===== src/hw/rtl/bmhq_pkg.sv =====
// shared types and codes of the min-heap queue
package bmhq_pkg;

    // operation codes of a request beat
    typedef enum logic [1:0] {
        OP_INSERT  = 2'd0,
        OP_EXTRACT = 2'd1,
        OP_PEEK    = 2'd2,
        OP_NOP     = 2'd3
    } t_op;

    // status codes of a response beat
    typedef enum logic [1:0] {
        ST_OK    = 2'd0,
        ST_EMPTY = 2'd1,
        ST_FULL  = 2'd2
    } t_status;

    // command broadcast to every cell of the row
    typedef struct packed {
        logic               is_insert;
        logic               is_extract;
        logic signed [31:0] value;
    } t_cell_ctrl;

endpackage


===== src/hw/rtl/bmhq_cell.sv =====
// one cell of the sorted row: holds one entry, shifts with its neighbors
module bmhq_cell (
    input  logic                  i_clk,
    input  bmhq_pkg::t_cell_ctrl  i_ctrl,
    input  logic                  i_occ,
    input  logic signed [31:0]    i_prev_val,
    input  logic                  i_prev_stay,
    input  logic signed [31:0]    i_next_val,
    output logic signed [31:0]    o_val,
    output logic                  o_stay
);

    logic signed [31:0] r_val;
    logic               w_stay;

    // entry stays put on insert when it is occupied and not above the new value
    assign w_stay = i_occ && !(i_ctrl.value < r_val);
    assign o_stay = w_stay;
    assign o_val  = r_val;

    // insert opens a slot and shifts larger entries right; extract shifts left
    always_ff @(posedge i_clk) begin
        if (i_ctrl.is_insert) begin
            if (!w_stay) begin
                r_val <= i_prev_stay ? i_ctrl.value : i_prev_val;
            end
        end else if (i_ctrl.is_extract) begin
            r_val <= i_next_val;
        end
    end

endmodule


===== config.mk =====
export PLATFORM = sky130hd
export DESIGN_NAME = bmhq_cell
export DESIGN_NICKNAME = d
export VERILOG_FILES = /design/src/hw/rtl/bmhq_pkg.sv /design/src/hw/rtl/bmhq_cell.sv
export SDC_FILE = /design/constraint.sdc
export NUM_CORES = 1
export LEC_CHECK = 0
export BUFFER_PORTS_ARGS = -buffer_cell sky130_fd_sc_hd__buf_2
export CAP_MARGIN = 20
export CORE_UTILIZATION = 27
export DETAILED_ROUTE_END_ITERATION = 16
export PLACE_DENSITY = 0.61
export SETUP_SLACK_MARGIN = 0.4
export SYNTH_ARGS = -nofsm -noshare
export SYNTH_HDL_FRONTEND = slang
export SYNTH_SLANG_ARGS = --single-unit
export TNS_END_PERCENT = 50

===== constraint.sdc =====
create_clock -name i_clk -period 3.95 [get_ports i_clk]
set_input_delay 0.1975 -clock i_clk [delete_from_list [all_inputs] [get_ports i_clk]]
set_output_delay 0.1975 -clock i_clk [all_outputs]
set_load 0.01 [all_outputs]

==> out/results.txt, run 1 <==
CTS tree = done
Initial drt markers = 94
# DRC = 0
Die height = 97.1 µm
Critical Path AT = 2800 ps
Max_cap viols = 0
Synth top area cells = edfxtp_1, ha_1, mux2i_1
Total track usage = 0.135
Avg WL per Cell = 12.8 µm
Yosys reg bits = 32
Status = finished clean
Sw Ratio = 0.300
GRT overflow = 0
Largest register FFs = 32
Endpoint class of the critical path = flop
Site Rows = 34
Layout Area Growth over Synthesis = 35.7%
Post-CTS Hold Fix Bufs = 0
Count leader, synth = a21oi_1
Post-layout minimum cycle time = 2890 ps
Vias per inst = 4.55
Clock Sinks = 32
Setup TNS = 0 ps
Type of the tightest min-delay check = in2reg
Clock share of power = 0.283
CP Max Fanout = 32
Initial antenna violation count = 1
CTS Buffer Depth = 2
PortBufs = 133
Post_cts resized = 0
Post-synth top area cell = edfxtp_1
Starting density of the core = 0.280
Layout cells sized above 1 = 0.367
First-pass GRT wire length = 10200 µm
CTS Buf Count = 5
Die area = 9430 µm²
Fillers = 884
Vias in the first global route = 2248
Pwr Total = 1.09 mW
Setup violations, final = 0
RSZ-0062 raised after global routing = no
Die Wd = 97.1 µm
Max VDD drop = 136 µV
Via count = 2265
Pint = 0.761 mW
Clock Latency Late Sink = 280 ps
Post-route ant nets = 0
Switch Pwr = 0.326 mW
Fin crit share = 0.731
DPL Wire Length = 5230 µm
Setup crit start kind = flop
Post-CTS Repair Setup Buffers = 0
Synth cell count leaders = a21oi_1, nor2_1, inv_1, mux2i_1, edfxtp_1
Largest net degree at the start of global routing = 53
Fin. Hold Viols = 0
I/O pin total = 134
Final estimated routing congestion in global placement = 0.723
Clock root buffer = clkbuf_8
Diode count = 0
Most used flip-flop cell after synthesis = edfxtp_1
Syn Area/Cell = 9.43 µm²
Power per cell area = 328 nW/µm²
Final nets = 521
Synth cell types = 25
H-tree levels = 2
Post-synth EDFFs = 32
Final Skew = 2.94 ps
Leak = 1.74 nW
Critical path data required time = 3860 ps
Clock Pin Slew Worst Setup and Hold Paths = 70 ps
Mapped Area = 2440 µm²
Sequential-to-total area share from yosys stat = 0.394
Max Clk Rate = 0.346 GHz
Pre-antenna DRT Iters = 4
Ys Warns = 0
Syn Inst Count = 259
Routed WL = 6390 µm
Part of the power in registers = 0.412
Critical path class = reg2reg
Comb pwr share = 0.305
Post-synth top area share = 0.394
Synthesized Nets = 391
Slew Viols, Final = 0
Tightest Pin Transition = 999 ps
Core ar. = 8720 µm²
Async S/R FF share, synth = 0
Max transition margin = 0.334
cells by family after synthesis:
family	Yosys count	synth area share
buffers and inverters	44	0.0692
AND/OR/NAND/NOR	61	0.108
adder cells (fa/ha/maj)	31	0.159
AO/OA/AOI/OAI	58	0.135
flip-flops	32	0.394
multiplexers	33	0.135
final cells by class:
cell class	instances	area [µm²]	area share
inverter	33	124	0.0374
timing repair buffer	134	673	0.203
tap	108	135	0.0408
multi-input combinational	183	1310	0.396
clock inverter	3	37.5	0.0113
sequential	32	961	0.290
clock buffer	5	68.8	0.0208
layout by cell type, fill, tap and decap left out, drive strengths merged:
cell type,netlist,layout
nand3,2,2
or4b,1,1
nor4,1,1
o311a,1,1
buf,5,134
nand2,11,11
a31oi,2,2
inv,33,33
mux2i,33,33
clkinv,0,2
a21oi,45,45
and3,2,2
a21o,1,1
edfxtp,32,32
a211o,1,1
a221oi,1,1
o211ai,1,1
o21ai,4,4
a211oi,1,1
nand4,5,5
clkbuf,6,5
bufinv,0,1
nor2,37,37
o41ai,1,1
ha,31,31
nand2b,2,2
critical path, stage by stage (launching register included):
cell and delay [ps]:
edfxtp_1 340, inv_1 50, ha_1 360, nand4_1 170, nor4_1 510, nand2_1 90
o211ai_1 160, or4b_1 150, and3_2 670
metal layers:
metal / up-vias / GRT usage / share of wire / routed length [µm]
met5: - / 0 / 0 / 0
met2: 73 / 0.233 / 0.48 / 3080
met3: 7 / 0.0309 / 0.056 / 356
met1: 998 / 0.162 / 0.45 / 2870
li1: 1187 / - / - / -
met4: 0 / 0.0494 / 0.014 / 87
power groups by stage:
stage / Combinational (mW) / Clock, mW / Sequential, mW
2_1_floorplan: 0.173 / 0 / 0.475
3_3_place_gp: 0.329 / 0 / 0.453
3_5_place_dp: 0.339 / 0 / 0.456
4_1_cts: 0.340 / 0.319 / 0.448
5_1_grt: 0.380 / 0.330 / 0.453
6_report: 0.332 / 0.308 / 0.447
path summary, 6_finish.rpt:
| check | startpoint | end | slack, ps | depth (start not counted) |
|---|---|---|---|---|
| worst max-delay path | o_val[31] | o_val[4] | 1060 | 8 |
| worst min-delay path | i_next_val[28] | o_val[28] | 230 | 3 |
| worst max register to register | o_val[31] | o_val[4] | 1060 | 8 |
| worst min register to register | o_val[31] | o_val[31] | 1630 | 6 |
per-stage QoR:
| step | area (µm²) | std cells | worst slack [ps] | utilization | hold slack [ps] |
|---|---|---|---|---|---|
| 6_report | 3310 | 498 | 1060 | 0.380 | 235 |
| 5_1_grt | 3310 | 498 | 748 | 0.380 | 242 |
| 4_1_cts | 3310 | 498 | 1020 | 0.380 | 227 |
| 3_5_place_dp | 3210 | 490 | 1050 | 0.368 | 526 |
| 3_3_place_gp | 3210 | 490 | 1220 | 0.368 | 521 |
| 2_1_floorplan | 2440 | 259 | 1070 | - | 423 |
(Power assumes the default switching activity.)
==> run 2, diff against run 1 <==
--- a/config.mk
+++ b/config.mk
@@ -5,6 +5,7 @@
 export SDC_FILE = /design/constraint.sdc
 export NUM_CORES = 1
 export LEC_CHECK = 0
+export ABC_AREA = 1
 export BUFFER_PORTS_ARGS = -buffer_cell sky130_fd_sc_hd__buf_2
 export CAP_MARGIN = 20
 export CORE_UTILIZATION = 27
==> constraint.sdc (replaced) <==
create_clock -name i_clk -period 2.86 [get_ports i_clk]
set_input_delay 0.143 -clock i_clk [delete_from_list [all_inputs] [get_ports i_clk]]
set_output_delay 0.143 -clock i_clk [all_outputs]
set_load 0.01 [all_outputs]
==> run 2 against run 1 <==
Compared with the run above: hold slack got worse by 100 ps; utilization up 0.42 points; synthesized cell count up 22%; via count is 9.6% higher; routed wire length is 7.2% higher; register-to-register slack lost 380 ps; total power grew 37%; critical path depth rose by 6; worst setup slack got worse by 380 ps.
==> out/results.txt, run 2 <==
Met3 GRT Util = 0.0360 (+0.00504)
WP buf/inv = 2 (+1)
Starting density of the core = 0.280 (about the same)
Post-CTS Hold Fix Bufs = 0 (unchanged)
Die area = 9480 µm² (+0.55%)
Clock root buffer = clkbuf_8
Post-layout util = 0.384 (+0.00415)
Post-route ant nets = 0 (unchanged)
CP Max Fanout = 18 (-44%)
Clock Pin Slew Worst Setup and Hold Paths = 70 ps (about the same)
Sw Ratio = 0.305 (+0.00513)
Dpl cell area = 3260 µm² (+1.6%)
Clock share of power = 0.291 (+0.008)
Site Rows = 34 (unchanged)
Part of the power in registers = 0.409 (-0.003)
GRT busiest layer = met2
Final worst setup slack = 683 ps (-380 ps)
Fin crit share = 0.761 (+0.0303)
Most used flip-flop cell after synthesis = edfxtp_1
Vias per inst = 4.45 (-2.2%)
CTS Buffer Depth = 2 (unchanged)
R2R depth = 14 (+6)
Min-Delay Path Depth = 3 (unchanged)
Die height = 97.4 µm (+0.27%)
Critical Path AT = 2140 ps (-660 ps)
Yosys reg bits = 32 (unchanged)
# DRC = 0 (unchanged)
Fillers = 941 (+6.4%)
Routed WL = 6850 µm (+7.2%)
Synth top area cells = edfxtp_1, ha_1, o21ai_0
DPL Wire Length = 5550 µm (+6.2%)
Final nets = 581 (+12%)
Switch Pwr = 0.455 mW (+40%)
Max Clk Rate = 0.459 GHz (+33%)
Count leader, synth = nand2_1
Critical path data required time = 2820 ps (-1040 ps)
Avg WL per Cell = 12.3 µm (-4.3%)
Ys Warns = 0 (unchanged)
Mapped Area = 2450 µm² (+0.56%)
Max transition margin = 0.626 (+0.292)
Sequential-to-total area share from yosys stat = 0.391 (-0.00221)
I/O pin total = 134 (unchanged)
Clock Sinks = 32 (unchanged)
Endpoint class of the critical path = flop
Layout Area Growth over Synthesis = 37.1%
Biggest cell delay along the critical path = 380 ps (-290 ps)
Crit path cell chain = inv_1 -> ha_1 -> a21oi_1 -> nor2_1 -> nor3_2 -> nand2_1 -> nand2_1 -> nand2_1 -> nand2_1 -> nand3_1 -> nand3_2 -> nand2_1 -> nand2_2 -> buf_4
CP delay by family, top = simple AND/OR/NAND/NOR gates
Most frequent cells in the layout = buf_2, o21ai_0, nand2_1
Comb pwr share = 0.300 (-0.005)
Setup violations, final = 0 (unchanged)
Area of the multi-input gates = 1290 µm² (-1.8%)
Storage cell area = 961 µm² (unchanged)
Tightest Pin Transition = 561 ps (-438 ps)
GRT overflow = 0 (unchanged)
Syn Area/Cell = 7.79 µm² (-17%)
Status = finished clean
Post-layout minimum cycle time = 2180 ps (-710 ps)
Post-synth EDFFs = 32 (unchanged)
Met1 Resource Use GR = 0.195 (+0.0323)
Leak = 1.76 nW (+0.86%)
Post-route cell area = 3360 µm² (+1.6%)
CTS tree = done
CTS Buf Count = 5 (unchanged)
Slowest-stage cell, CP = edfxtp_1
Max_cap viols = 0 (unchanged)
Via count = 2483 (+9.6%)
Post-CTS Repair Setup Buffers = 0 (unchanged)
Pre-antenna DRT Iters = 4 (unchanged)
Synth cell count leaders = nand2_1, o21ai_0, inv_1
Syn Inst Count = 315 (+22%)
Max VDD drop = 151 µV (+11%)
Critical path class = reg2reg
Pint = 1.04 mW (+36%)
Synth cell types = 21 (-16%)
H-tree levels = 2 (unchanged)
Largest register FFs = 32 (unchanged)
Setup TNS = 0 ps (unchanged)
Initial antenna violation count = 0 (-1)
Final estimated routing congestion in global placement = 0.740 (+2.4%)
Largest net degree at the start of global routing = 35 (-34%)
Post_cts resized = 0 (unchanged)
Layout cells sized above 1 = 0.351 (-0.0156)
Met2 Use GR = 0.263 (+0.0298)
Diode count = 0 (unchanged)
RSZ-0062 raised after global routing = no
Most common cell after layout, fill and taps aside = buf_2
First-pass GRT wire length = 11600 µm (+14%)
Initial drt markers = 57 (-39%)
Fin. Hold Viols = 0 (unchanged)
PortBufs = 133 (unchanged)
Setup crit start kind = flop
Synthesized Nets = 447 (+14%)
Total track usage = 0.152 (+0.0174)
Slew Viols, Final = 0 (unchanged)
Post-synth top area cell = edfxtp_1
Post-synth top area share = 0.391 (-0.00221)
Async S/R FF share, synth = 0 (unchanged)
Worst slack, placed = 652 ps (-393 ps)
Power per cell area = 443 nW/µm² (+35%)
Most used cell, CP = nand2_1
Die Wd = 97.4 µm (+0.27%)
CP Depth = 14 (+6)
Type of the tightest min-delay check = in2reg
Vias in the first global route = 2437 (+8.4%)
Clock Latency Late Sink = 280 ps (about the same)
Core ar. = 8760 µm² (+0.49%)
Final Skew = 10.9 ps (+8.01 ps)
[run 2: changes by cell type in the layout (fill, tap and decap cells not counted), sizes merged, moves of 4 or more]
cell / delta
inv: +10
buf: +5
o21ai: +64
a21oi: -30
mux2i: -33
nand4: -4
nand2: +55
[run 2: per-stage QoR]
stage | power [mW] | hold slack [ps] | instances
after floorplan | 0.875 | 334 | 315
after global placement | 1.07 | 425 | 550
after detailed placement | 1.08 | 426 | 550
after CTS | 1.53 | 122 | 558
after global routing | 1.61 | 137 | 558
final | 1.49 | 134 | 558
[run 2: final cells by class]
| type | instances | share of cell area |
|---|---|---|
| inverter | 43 | 0.0480 |
| sequential | 32 | 0.286 |
| multi-input combinational | 228 | 0.383 |
| clock buffer | 6 | 0.0216 |
| timing repair buffer | 139 | 0.211 |
| clock inverter | 2 | 0.0104 |
| tap | 108 | 0.0402 |
[run 2: power groups by stage]
stage	Clock, mW	Combinational, mW	Sequential, mW
floorplan	0	0.227	0.648
global placement	0	0.447	0.620
detailed placement	0	0.456	0.622
CTS	0.457	0.458	0.611
global route	0.469	0.522	0.618
finish	0.433	0.448	0.611
[run 2: tightest hold or removal path: stages]
cell     delay (ps)
buf_2            70
nand2_1          40
o21ai_0          50
[run 2: path summary, 6_finish.rpt]
check | from | endpoint | slack (ps)
max reg2reg | o_val[5] | o_val[21] | 680
min reg2reg | o_val[31] | o_val[27] | 1350
min | i_next_val[29] | o_val[29] | 130
max | o_val[5] | o_val[21] | 680
[run 2: cell families (layout without fill, tap and decap cells)]
family                     Yosys count  in the layout  share of synthesized area
AOI/OAI and AO/OA                   84             84                      0.175
and+or+nand+nor                    113            113                      0.191
buffers and inverters               55            190                     0.0846
adders and majority gates           31             31                      0.158
DFF                                 32             32                      0.391
[run 2: routing by layer]
metal / wire, µm / share of wire / vias to the layer above
met5: 0 / 0 / -
met4: 45 / 0.0066 / 0
met3: 455 / 0.066 / 6
met2: 3210 / 0.47 / 87
met1: 3140 / 0.46 / 1077
li1: - / - / 1313
==> run 3, diff against run 2 <==
--- a/config.mk
+++ b/config.mk
@@ -5,12 +5,12 @@
 export SDC_FILE = /design/constraint.sdc
 export NUM_CORES = 1
 export LEC_CHECK = 0
-export ABC_AREA = 1
+export ABC_AREA = 0
 export BUFFER_PORTS_ARGS = -buffer_cell sky130_fd_sc_hd__buf_2
 export CAP_MARGIN = 20
 export CORE_UTILIZATION = 27
 export DETAILED_ROUTE_END_ITERATION = 16
-export PLACE_DENSITY = 0.61
+export PLACE_DENSITY = 0.63
 export SETUP_SLACK_MARGIN = 0.4
 export SYNTH_ARGS = -nofsm -noshare
 export SYNTH_HDL_FRONTEND = slang
==> constraint.sdc (replaced) <==
create_clock -name i_clk -period 2 [get_ports i_clk]
set_input_delay 0.1 -clock i_clk [delete_from_list [all_inputs] [get_ports i_clk]]
set_output_delay 0.1 -clock i_clk [all_outputs]
set_load 0.01 [all_outputs]
==> run 3 against run 2 <==
Compared with the run above: the flow now finishes with violations (negative setup slack); total power is 54% higher; critical path depth is 4 lower; register-to-register slack got worse by 1100 ps; clock skew down 3.1 ps; largest cell class unchanged; clock power up 10%; combinational power increased by 110%; non-clock buffer count is 45 higher.
==> out/results.txt, run 3 (same netlist as run 1, synthesis figures left out) <==
Critical path data required time = 1900 ps (-920 ps)
Pre-antenna DRT Iters = 4 (unchanged)
Pwr Total = 2.30 mW (+54%)
Initial antenna violation count = 0 (unchanged)
RSZ-0062 raised after global routing = yes
Post-layout minimum cycle time = 2470 ps
H-tree levels = 2 (unchanged)
Final nets = 572 (-1.5%)
Max VDD drop = 269 µV (+78%)
Max Clk Rate = 0.405 GHz
Layout Area Growth over Synthesis = 58.7%
# DRC = 0 (unchanged)
PortBufs = 133 (unchanged)
Final worst setup slack = -467 ps (-1150 ps)
Die area = 9430 µm² (-0.54%)
Die height = 97.1 µm (-0.27%)
Layout cells sized above 1 = 0.481 (+0.130)
Endpoint class of the critical path = output pin
Post-route ant nets = 0 (unchanged)
Area of the multi-input gates = 1470 µm² (+14%)
Storage cell area = 961 µm² (unchanged)
Vias in the first global route = 2482 (+1.8%)
CP Max Fanout = 3 (-15)
Final Skew = 7.82 ps (-3.13 ps)
Most frequent cells in the layout = buf_2, buf_4, a21oi_1
Comb pwr share = 0.406 (+0.106)
Initial drt markers = 53 (-7.0%)
Switch Pwr = 0.717 mW (+58%)
Tightest Pin Transition = 479 ps (-82.3 ps)
Die Wd = 97.1 µm (-0.27%)
Critical path class = reg2out
Slew Viols, Final = 0 (unchanged)
I/O pin total = 134 (unchanged)
Total track usage = 0.146 (-0.00640)
CTS Buf Count = 5 (unchanged)
Setup violations, final = 33 (+33)
Final estimated routing congestion in global placement = 0.754 (+1.8%)
Status = complete, but fails checks
Site Rows = 34 (unchanged)
Sw Ratio = 0.312 (+0.00703)
Clock Latency Late Sink = 280 ps (about the same)
Part of the power in registers = 0.386 (-0.023)
First-pass GRT wire length = 11200 µm (-4.1%)
CTS Buffer Depth = 2 (unchanged)
Most common cell after layout, fill and taps aside = buf_2
Max_cap viols = 0 (unchanged)
Avg WL per Cell = 12.6 µm (+2.3%)
Setup TNS = -13490 ps (-13490 ps)
Clock Pin Slew Worst Setup and Hold Paths = 70 ps (about the same)
DPL Wire Length = 5380 µm (-3.1%)
CTS tree = done
Failing checks = negative setup slack
Largest register FFs = 32 (unchanged)
Clock root buffer = clkbuf_8
Clock Sinks = 32 (unchanged)
Pint = 1.58 mW (+52%)
Core ar. = 8720 µm² (-0.49%)
Fin crit share = 1.23
Setup crit start kind = flop
Max transition margin = 0.681 (+0.0553)
GRT overflow = 0 (unchanged)
Clock share of power = 0.208 (-0.083)
Diode count = 0 (unchanged)
Routed WL = 6900 µm (+0.69%)
Vias per inst = 4.51 (+1.4%)
Type of the tightest min-delay check = in2reg
Leak = 2.02 nW (+15%)
Critical Path AT = 2370 ps (+230 ps)
Fillers = 848 (-9.9%)
Fin. Hold Viols = 0 (unchanged)
Via count = 2478 (-0.20%)
Power per cell area = 593 nW/µm² (+34%)
Worst hold slack = 136 ps (+2.00 ps)
Starting density of the core = 0.280 (about the same)
Largest net degree at the start of global routing = 53 (+51%)
run 3: changes by cell type in the layout (fill, tap and decap cells not counted), sizes merged, moves of 10 or more:
cell / before / now
mux2i: 0 / 33
inv: 43 / 33
nand2: 66 / 11
o21ai: 68 / 4
buf: 139 / 183
a21oi: 15 / 45
run 3: cell type report:
type | count | share of cell area
clock buffers | 7 | 0.0197
clock inverters | 1 | 0.000969
inverters | 33 | 0.0320
well taps | 108 | 0.0349
multi-input cells | 184 | 0.380
repair buffers | 184 | 0.285
flip-flops and latches | 32 | 0.248
run 3: critical path, cell delays in order (launching register included):
cell and delay (ps):
edfxtp_1 400, inv_2 80, ha_4 200, nand4_1 170
nor2_1 70, a221oi_2 210, o211ai_1 170, buf_4 180
a31oi_4 160, mux2i_2 270, buf_2 180
run 3: final timing paths:
path,from,end,slack [ps],depth (start not counted)
max,o_val[27],o_stay,-470,10
min,i_next_val[22],o_val[22],140,3
min reg2reg,o_val[31],o_val[18],1340,6
max reg2reg,o_val[27],o_val[25],-450,9
run 3: metal layers:
layer	global-route usage	wire [µm]	part of all wire
met4	0.0344	49	0.0071
met1	0.172	2890	0.42
met5	0	0	0
met3	0.0295	431	0.062
met2	0.269	3520	0.51
run 3: per-stage QoR:
stage	worst slack, ps	instance area [µm²]	utilization	cells
after floorplan	-308	2460	-	259
after global placement	-371	3530	0.404	528
after detailed placement	-441	3530	0.404	528
after CTS	-427	3800	0.436	545
after global routing	-628	3870	0.444	549
final	-467	3870	0.444	549
run 3: timing repair:
item,4_1_cts,5_1_grt
gates cloned,1,1
endpoints found under the setup margin,33,33
hold buffers,0,0
pin swaps,16,2
gates resized for setup,17,5
setup buffers,8,3
run 3: power by group through the flow:
stage	Sequential (mW)	Clock, mW	Combinational (mW)
after floorplan	0.936	0	0.350
after global placement	0.896	0	0.780
after detailed placement	0.900	0	0.797
after CTS	0.886	0.492	0.906
after global routing	0.898	0.518	1.04
final	0.887	0.478	0.932
